## config.mk

```make
export PLATFORM = sky130hd
export DESIGN_NAME = meter_response_frame_parser
export DESIGN_NICKNAME = d
export VERILOG_FILES = /design/src/rtl/core/mrfp_pkg.sv /design/src/rtl/core/meter_response_frame_parser.sv
export SDC_FILE = /design/constraint.sdc
export NUM_CORES = 1
export LEC_CHECK = 0
export ABC_AREA = 1
export BUFFER_PORTS_ARGS = -buffer_cell sky130_fd_sc_hd__buf_4
export CORE_MARGIN = 2
export CORE_UTILIZATION = 45
export CTS_BUF_LIST = sky130_fd_sc_hd__clkbuf_4
export DETAILED_ROUTE_END_ITERATION = 8
export HOLD_SLACK_MARGIN = 0.03
export PLACE_DENSITY_LB_ADDON = 0.1
export SLEW_MARGIN = 15
export SYNTH_ARGS = -nofsm -noshare
export SYNTH_HDL_FRONTEND = slang
export SYNTH_SLANG_ARGS = --single-unit
```

## constraint.sdc

```tcl
create_clock -name clk -period 6.1 [get_ports clk]
set_input_delay 0 -clock clk [delete_from_list [all_inputs] [get_ports clk]]
set_output_delay 0 -clock clk [all_outputs]
set_load 0.005 [all_outputs]
```

## src/rtl/core/mrfp_pkg.sv

```systemverilog
// Shared types and constants for the meter response frame parser.
// Holds the beat structs, frame byte codes, status and kind codes, register tables.
// No dependencies.
package mrfp_pkg;

	// Frame byte codes
	localparam logic [7:0] SYNC_BYTE = 8'h68;
	localparam logic [7:0] END_BYTE  = 8'h16;
	localparam logic [7:0] MASK_BYTE = 8'h33;
	localparam logic [7:0] CTRL_DATA = 8'h91;
	localparam logic [7:0] CTRL_ADDR = 8'h93;
	localparam logic [7:0] ADDR_LEN  = 8'd6;
	localparam logic [7:0] ID_LEN    = 8'd4;

	// Result status codes
	localparam logic [2:0] ST_OK         = 3'd0;
	localparam logic [2:0] ST_INCOMPLETE = 3'd1;
	localparam logic [2:0] ST_NO_SYNC2   = 3'd2;
	localparam logic [2:0] ST_BAD_END    = 3'd3;
	localparam logic [2:0] ST_BAD_CS     = 3'd4;
	localparam logic [2:0] ST_UNSUPP     = 3'd5;

	// Reading kinds
	localparam logic [2:0] KIND_ADDRESS = 3'd0;

	// Identifier registers, in index order
	localparam int          ID_COUNT        = 6;
	localparam logic [2:0]  REG_ID_VOLTAGE  = 3'd0;
	localparam logic [2:0]  REG_ID_CURRENT  = 3'd1;
	localparam logic [2:0]  REG_ID_POWER    = 3'd2;
	localparam logic [2:0]  REG_ID_ENERGY   = 3'd3;
	localparam logic [2:0]  REG_ID_FREQ     = 3'd4;
	localparam logic [2:0]  REG_ID_PF       = 3'd5;

	// Value byte weights (one BCD byte is two decimal digits)
	localparam logic [27:0] WEIGHT_1 = 28'd100;
	localparam logic [27:0] WEIGHT_2 = 28'd10000;
	localparam logic [27:0] WEIGHT_3 = 28'd1000000;

	typedef struct packed {
		logic [7:0] rx_byte;
		logic       last_byte;
	} byte_beat_t;

	typedef struct packed {
		logic        frame_ok;
		logic [2:0]  status;
		logic [7:0]  control_code;
		logic [47:0] meter_address;
		logic        address_captured;
		logic [2:0]  reading_kind;
		logic [27:0] reading_count;
	} result_t;

	// Reset value of each identifier register
	function automatic logic [31:0] id_reset(input logic [2:0] idx);
		logic [31:0] val;
		unique case (idx)
			REG_ID_VOLTAGE: val = 32'd33620224;
			REG_ID_CURRENT: val = 32'd33685760;
			REG_ID_POWER:   val = 32'd33751040;
			REG_ID_ENERGY:  val = 32'd0;
			REG_ID_FREQ:    val = 32'd41943042;
			REG_ID_PF:      val = 32'd34000896;
			default:        val = 32'd0;
		endcase
		return val;
	endfunction

	// Frame data length that each identifier register requires
	function automatic logic [7:0] kind_len(input logic [2:0] idx);
		logic [7:0] val;
		unique case (idx)
			REG_ID_VOLTAGE: val = 8'd6;
			REG_ID_CURRENT: val = 8'd7;
			REG_ID_POWER:   val = 8'd7;
			REG_ID_ENERGY:  val = 8'd8;
			REG_ID_FREQ:    val = 8'd6;
			REG_ID_PF:      val = 8'd6;
			default:        val = 8'd0;
		endcase
		return val;
	endfunction

	// Number of value bytes that each identifier register carries
	function automatic logic [2:0] kind_bytes(input logic [2:0] idx);
		logic [2:0] val;
		unique case (idx)
			REG_ID_VOLTAGE: val = 3'd2;
			REG_ID_CURRENT: val = 3'd3;
			REG_ID_POWER:   val = 3'd3;
			REG_ID_ENERGY:  val = 3'd4;
			REG_ID_FREQ:    val = 3'd2;
			REG_ID_PF:      val = 3'd2;
			default:        val = 3'd0;
		endcase
		return val;
	endfunction

	// One byte read as two decimal digits, high nibble * 10 + low nibble
	function automatic logic [7:0] bcd_byte(input logic [7:0] b);
		return 8'({4'd0, b[7:4]} * 8'd10) + {4'd0, b[3:0]};
	endfunction

endpackage

```

## src/rtl/core/meter_response_frame_parser.sv

```systemverilog
// Meter response frame parser: byte stream in, one result beat per receive buffer.
// An accepted byte goes to the input register, its result to the result register.
// Throughput: one byte per cycle; the input register stalls only while the result
// register holds an untaken beat. Reset (arst_n low) clears all control state and
// loads the identifier registers with their default identifiers.
// Depends on mrfp_pkg.
module meter_response_frame_parser (
	input  logic                 clk,
	input  logic                 arst_n,
	// byte channel
	input  logic                 byte_valid,
	output logic                 byte_ready,
	input  mrfp_pkg::byte_beat_t byte_beat,
	// result channel
	output logic                 result_valid,
	input  logic                 result_ready,
	output mrfp_pkg::result_t    result,
	// configuration write port
	input  logic                 wr_en,
	input  logic [2:0]           wr_index,
	input  logic [31:0]          wr_data
);

	localparam logic [3:0] PH_HUNT    = 4'd0;
	localparam logic [3:0] PH_ADDR    = 4'd1;
	localparam logic [3:0] PH_SYNC2   = 4'd2;
	localparam logic [3:0] PH_CTRL    = 4'd3;
	localparam logic [3:0] PH_LEN     = 4'd4;
	localparam logic [3:0] PH_DATA    = 4'd5;
	localparam logic [3:0] PH_CS      = 4'd6;
	localparam logic [3:0] PH_END     = 4'd7;
	localparam logic [3:0] PH_BADSYNC = 4'd8;
	localparam logic [3:0] PH_DONE    = 4'd9;

	localparam logic [8:0] ADDR_BYTES    = 9'd6;
	localparam logic [8:0] BADSYNC_BYTES = 9'd4;

	// Identifier registers
	logic [31:0] id_q [mrfp_pkg::ID_COUNT];

	// Input register
	logic                 valid_s1;
	mrfp_pkg::byte_beat_t beat_s1;

	// Frame state
	logic [3:0]  phase_q;
	logic [7:0]  pos_q;
	logic [7:0]  len_q;
	logic [7:0]  ctrl_q;
	logic [7:0]  addr_q [6];
	logic [7:0]  sum_q;
	logic [7:0]  ident_q [4];
	logic [27:0] term_q [4];
	logic        answered_q;
	logic        cs_good_q;

	// Result register
	logic              res_valid_q;
	mrfp_pkg::result_t res_q;

	logic              out_free;
	logic              go;
	logic [7:0]        b;
	logic [7:0]        unmasked;
	logic [8:0]        pos_inc;
	logic [27:0]       new_term;
	logic              fire;
	mrfp_pkg::result_t res_d;
	mrfp_pkg::result_t decide_res;
	logic [47:0]       addr_word;
	logic [31:0]       ident_word;
	logic [5:0]        id_match;
	logic              id_hit;
	logic [2:0]        id_sel;
	logic [2:0]        val_bytes;
	logic [27:0]       value_sum;

	assign out_free     = !res_valid_q || result_ready;
	assign go           = valid_s1 && out_free;
	assign byte_ready   = !valid_s1 || out_free;
	assign result_valid = res_valid_q;
	assign result       = res_q;

	// Write identifier registers
	always_ff @(posedge clk or negedge arst_n) begin
		if (!arst_n) begin
			for (int k = 0; k < mrfp_pkg::ID_COUNT; k++) begin
				id_q[k] <= mrfp_pkg::id_reset(3'(k));
			end
		end else if (wr_en && (32'(wr_index) < 32'(mrfp_pkg::ID_COUNT))) begin
			id_q[wr_index] <= wr_data;
		end
	end

	// Hold the incoming beat until the frame logic takes it
	always_ff @(posedge clk or negedge arst_n) begin
		if (!arst_n) begin
			valid_s1 <= 1'b0;
		end else if (byte_ready) begin
			valid_s1 <= byte_valid;
		end
	end

	always_ff @(posedge clk) begin
		if (byte_ready && byte_valid) begin
			beat_s1 <= byte_beat;
		end
	end

	// Decide a complete, well-formed frame from the held fields
	always_comb begin
		addr_word  = {addr_q[5], addr_q[4], addr_q[3], addr_q[2], addr_q[1], addr_q[0]};
		ident_word = {ident_q[3], ident_q[2], ident_q[1], ident_q[0]};
		for (int k = 0; k < mrfp_pkg::ID_COUNT; k++) begin
			id_match[k] = (ident_word == id_q[k]) && (len_q == mrfp_pkg::kind_len(3'(k)));
		end
		// lowest index wins
		id_hit = 1'b0;
		id_sel = 3'd0;
		for (int k = mrfp_pkg::ID_COUNT - 1; k >= 0; k--) begin
			if (id_match[k]) begin
				id_hit = 1'b1;
				id_sel = 3'(k);
			end
		end
		val_bytes = mrfp_pkg::kind_bytes(id_sel);
		value_sum = term_q[0] + term_q[1]
			+ ((val_bytes >= 3'd3) ? term_q[2] : 28'd0)
			+ ((val_bytes >= 3'd4) ? term_q[3] : 28'd0);

		decide_res                  = '0;
		decide_res.control_code     = ctrl_q;
		decide_res.meter_address    = addr_word;
		decide_res.address_captured = 1'b1;
		if (ctrl_q == mrfp_pkg::CTRL_ADDR && len_q == mrfp_pkg::ADDR_LEN) begin
			decide_res.frame_ok     = 1'b1;
			decide_res.status       = mrfp_pkg::ST_OK;
			decide_res.reading_kind = mrfp_pkg::KIND_ADDRESS;
		end else if ((ctrl_q == mrfp_pkg::CTRL_DATA || ctrl_q == mrfp_pkg::CTRL_ADDR)
				&& len_q >= mrfp_pkg::ID_LEN && id_hit) begin
			decide_res.frame_ok      = 1'b1;
			decide_res.status        = mrfp_pkg::ST_OK;
			decide_res.reading_kind  = id_sel + 3'd1;
			decide_res.reading_count = value_sum;
		end else begin
			decide_res.status = mrfp_pkg::ST_UNSUPP;
		end
	end

	// Weighted decimal term of a value byte, formed as it arrives
	always_comb begin
		b        = beat_s1.rx_byte;
		unmasked = b - mrfp_pkg::MASK_BYTE;
		pos_inc  = {1'b0, pos_q} + 9'd1;
		case (pos_q[1:0])
			2'd0:    new_term = {20'd0, mrfp_pkg::bcd_byte(unmasked)};
			2'd1:    new_term = 28'({20'd0, mrfp_pkg::bcd_byte(unmasked)} * mrfp_pkg::WEIGHT_1);
			2'd2:    new_term = 28'({20'd0, mrfp_pkg::bcd_byte(unmasked)} * mrfp_pkg::WEIGHT_2);
			default: new_term = 28'({20'd0, mrfp_pkg::bcd_byte(unmasked)} * mrfp_pkg::WEIGHT_3);
		endcase
	end

	// Result of the byte now in the input register
	always_comb begin
		fire  = 1'b0;
		res_d = '0;
		if (phase_q == PH_END) begin
			fire = 1'b1;
			if (b != mrfp_pkg::END_BYTE) begin
				res_d.status = mrfp_pkg::ST_BAD_END;
			end else if (!cs_good_q) begin
				res_d.status = mrfp_pkg::ST_BAD_CS;
			end else begin
				res_d = decide_res;
			end
		end else if (phase_q == PH_BADSYNC && pos_inc >= BADSYNC_BYTES) begin
			fire         = 1'b1;
			res_d.status = mrfp_pkg::ST_NO_SYNC2;
		end else if (beat_s1.last_byte && !answered_q) begin
			fire         = 1'b1;
			res_d.status = mrfp_pkg::ST_INCOMPLETE;
		end
	end

	// Advance the frame state machine by one byte
	always_ff @(posedge clk or negedge arst_n) begin
		if (!arst_n) begin
			phase_q    <= PH_HUNT;
			pos_q      <= '0;
			len_q      <= '0;
			ctrl_q     <= '0;
			sum_q      <= '0;
			answered_q <= 1'b0;
			cs_good_q  <= 1'b0;
		end else if (go) begin
			if (beat_s1.last_byte) begin
				// buffer ends: back to hunting
				phase_q    <= PH_HUNT;
				pos_q      <= '0;
				len_q      <= '0;
				ctrl_q     <= '0;
				sum_q      <= '0;
				answered_q <= 1'b0;
				cs_good_q  <= 1'b0;
			end else begin
				unique case (phase_q)
					PH_HUNT: begin
						if (b == mrfp_pkg::SYNC_BYTE) begin
							phase_q <= PH_ADDR;
							pos_q   <= '0;
							sum_q   <= mrfp_pkg::SYNC_BYTE;
						end
					end
					PH_ADDR: begin
						sum_q <= sum_q + b;
						pos_q <= pos_inc[7:0];
						if (pos_inc >= ADDR_BYTES) begin
							phase_q <= PH_SYNC2;
						end
					end
					PH_SYNC2: begin
						sum_q   <= sum_q + b;
						pos_q   <= '0;
						phase_q <= (b == mrfp_pkg::SYNC_BYTE) ? PH_CTRL : PH_BADSYNC;
					end
					PH_CTRL: begin
						ctrl_q  <= b;
						sum_q   <= sum_q + b;
						phase_q <= PH_LEN;
					end
					PH_LEN: begin
						len_q   <= b;
						sum_q   <= sum_q + b;
						pos_q   <= '0;
						phase_q <= (b == 8'd0) ? PH_CS : PH_DATA;
					end
					PH_DATA: begin
						sum_q <= sum_q + b;
						pos_q <= pos_inc[7:0];
						if (pos_inc >= {1'b0, len_q}) begin
							phase_q <= PH_CS;
						end
					end
					PH_CS: begin
						cs_good_q <= (b == sum_q);
						phase_q   <= PH_END;
					end
					PH_END: begin
						answered_q <= 1'b1;
						phase_q    <= PH_DONE;
					end
					PH_BADSYNC: begin
						pos_q <= pos_inc[7:0];
						if (pos_inc >= BADSYNC_BYTES) begin
							answered_q <= 1'b1;
							phase_q    <= PH_DONE;
						end
					end
					PH_DONE: begin
					end
					default: begin
						phase_q <= PH_HUNT;
					end
				endcase
			end
		end
	end

	// Capture address, identifier and value bytes
	always_ff @(posedge clk) begin
		if (go && phase_q == PH_ADDR && pos_q < 8'd6) begin
			addr_q[pos_q[2:0]] <= b;
		end
		if (go && phase_q == PH_DATA && pos_q[7:2] == 6'd0) begin
			ident_q[pos_q[1:0]] <= unmasked;
		end
		if (go && phase_q == PH_DATA && pos_q[7:2] == 6'd1) begin
			term_q[pos_q[1:0]] <= new_term;
		end
	end

	// Load the result register, drop it once taken
	always_ff @(posedge clk or negedge arst_n) begin
		if (!arst_n) begin
			res_valid_q <= 1'b0;
		end else if (go && fire) begin
			res_valid_q <= 1'b1;
		end else if (result_ready) begin
			res_valid_q <= 1'b0;
		end
	end

	always_ff @(posedge clk) begin
		if (go && fire) begin
			res_q <= res_d;
		end
	end

	// A buffer's last byte always returns the parser to hunting
	assert property (@(posedge clk) disable iff (!arst_n)
		(go && beat_s1.last_byte) |=> (phase_q == PH_HUNT && !answered_q))
		else $error("parser did not return to hunting after last byte");

	// A new result beat appears only from a processed byte
	assert property (@(posedge clk) disable iff (!arst_n)
		$rose(result_valid) |-> $past(go && fire))
		else $error("result beat without a processed byte");

	// The end byte of a frame marks the buffer answered
	assert property (@(posedge clk) disable iff (!arst_n)
		(go && phase_q == PH_END && !beat_s1.last_byte) |=> (answered_q && phase_q == PH_DONE))
		else $error("end byte did not settle the frame");

endmodule

```

==> impl_metrics.ini <==
[outcome]
status = finished, final reports clean

[synth]
yosys_warnings = 0
syn-num-nets = 3454
synthTopCellsByArea = edfxtp_1, dfrtp_1, nand2_1
synth_seq_cells = 525
synth-main-ff-cell = edfxtp_1
synth.most_common_cell = nand2_1
synth_edf_count = 293
ys_top_cells_by_count = nand2_1, inv_1, edfxtp_1
async_reset_ff_frac = 0.442
yosysTopAreaCellShare = 0.298
synth_sequential_area_ratio = 0.495
synth_area_leader_cell = edfxtp_1
synthCells = 3146
syn_area_um2 = 29600
syn_area_per_cell_um2 = 9.40
synth.distinct_cells = 62

[sta]
clock_skew_ns = 0.0680
timing.hold.ws_ns = 0.147
finalHoldViolCount = 0
relSlewSlack = 0.229
max_freq_mhz = 169
final_max_slew_viol_count = 0
setup_tns_ns = 0
fin_crit_sh = 0.969
tightest_slew_ns = 1.15
timing.final.crit_period_ns = 5.91
rsz0062_at_grt = yes
setup_viol = 0

[worst_setup_path]
path_buf_inv = 6
endpoint_kind = flop
crit_arrival_ns = 6.61
crit_family = adder cells
crit_top_cell = inv_2
required_ns = 6.80
reg2reg_slack_ns = 0.19
slowest_delay_ns = 0.56
path_class = reg2reg
critPathSlowestCell = fa_1
worstSetupStartpointType = flop
crit_fanout = 6

[detailed_routing]
drt_first_pass_iters = 6
wl_per_cell_um = 18.7
vias_per_cell = 5.03
drc = 0
wirelength_um = 86400
antenna_left = 0
num_vias = 23200
initialDrtViolationCount = 1489

[floorplan]
dieArea_um2 = 67800
initial_utilization = 0.457
die_y_um = 260
rows = 93
core_area_um2 = 64700
die_w_um = 260
io_pins = 143

[clocking]
tritoncts = yes
root_buffer = clkbuf_4
cts_buffer_depth = 3
clk_latency_ns = 0.98
cts_made_buffers = 143
h-tree-depth = 4
clkSinkCount = 525
path_clk_slew_ns = 0.07

[global_routing]
grt_pass1_vias = 23100
antenna_found_initial = 4
grt_pass1_wl_um = 132000
grt_max_degree = 141
grt_usage = 0.260
overflow = 0

[worst_hold_path]
hp-class = in2async

[pwr]
p_per_area_nw_per_um2 = 544
ir_worst_vdd_v = 0.000929
report.power.total_w = 0.0198
leakagePower_nw = 17.1

[finish]
drive_above_1_share = 0.210
area_growth_pct = 23.3
nNetsFinal = 3958

[placed_design]
hpwl_um = 62600
port_buffers = 142
place_congestion = 0.946

[job]
timing.max_cap.violations = 0
power breakdown:
group	internal, W	switching (W)	total, W
clock	0.00180	0.00154	0.00334
combinational	0.00501	0.00691	0.0119
sequential	0.00429	0.000285	0.00458
area by class of cell:
cell class | count | area (um2)
Timing Repair Buffer | 448 | 3720
Antenna cell | 5 | 12.5
Inverter | 522 | 1970
Clock buffer | 219 | 1640
Tap cell | 855 | 1070
Sequential cell | 525 | 14600
Multi-Input combinational cell | 2010 | 13200
Clock inverter | 35 | 256
Fill cell | 5916 | 28200
registers in the layout, summed over array words and instances, names as in the netlist, 4 cells and up:
signal / count
pos_q: 8
id_q: 192
ctrl_q: 8
addr_q: 48
len_q: 8
phase_q: 4
term_q: 112
ident_q: 32
b: 8
sum_q: 8
result: 92
metal layers:
metal / share of wire / routed length, um / GRT usage / vias to the layer above
met3: 0.062 / 5340 / 0.0520 / 163
li1: - / - / - / 11200
met1: 0.47 / 40400 / 0.369 / 11100
met2: 0.45 / 38600 / 0.398 / 703
met5: 0.00014 / 12 / 0 / -
met4: 0.024 / 2120 / 0.0886 / 2
final timing paths:
kind                                 end        start  cells past startpoint
max in group asynchronous       pos_q[2]       arst_n                      4
setup reg to reg           term_q[3][21]         b[0]                     29
setup / recovery           term_q[3][21]         b[0]                     29
min in group clk                id_q[57]  wr_index[0]                      6
hold reg to reg                 sum_q[4]     sum_q[4]                      2
hold / removal                 id_q[108]       arst_n                      4
cell families after synthesis:
| group | after synthesis | share of synthesized area |
|---|---|---|
| buffers and inverters | 611 | 0.0817 |
| adder cells (fa/ha/maj) | 259 | 0.132 |
| AND/OR/NAND/NOR | 1132 | 0.160 |
| XOR/XNOR | 168 | 0.0504 |
| AO/OA/AOI/OAI | 451 | 0.0815 |
| flip-flops | 525 | 0.495 |
tightest hold or removal path: cells and delay by family:
family	cells	cell delay [ns]
buffers and inverters	4	1.56
what timing repair did:
action | in CTS | in global routing
resized for setup | 2 | 112
setup endpoints to repair | 19 | 82
pin swaps | 0 | 25
hold buffers | 106 | 0
setup buffers | 0 | 38
endpoints found under the hold margin | 470 | 0
per-stage QoR:
stage | worst slack, ns | std cells | instance area (um2) | util
3_5_place_dp | -0.110 | 4217 | 32600 | 0.504
6_report | 0.191 | 4619 | 36500 | 0.563
4_1_cts | 0.0105 | 4577 | 35600 | 0.551
2_1_floorplan | -0.0223 | 3146 | 29700 | -
3_3_place_gp | -0.0660 | 4217 | 32600 | 0.504
5_1_grt | -0.132 | 4619 | 36500 | 0.563
cell usage in the layout (no fill, tap or decap), types with 28 or more instances in the layout:
cell and count:
xnor2_1 93, edfxtp_1 293, a21oi_1 76, ha_1 158
xor2_1 53, nand4_1 34, nand3_1 60, inv_1 491
clkbuf_4 219, nor2_1 267, fa_1 85, inv_2 28
buf_4 335, o21ai_0 269, dfrtp_1 214, nor3_1 35
nand2_2 29, nand2_1 627, dlygate4sd3_1 103
Power figures use the tool's default switching activity.
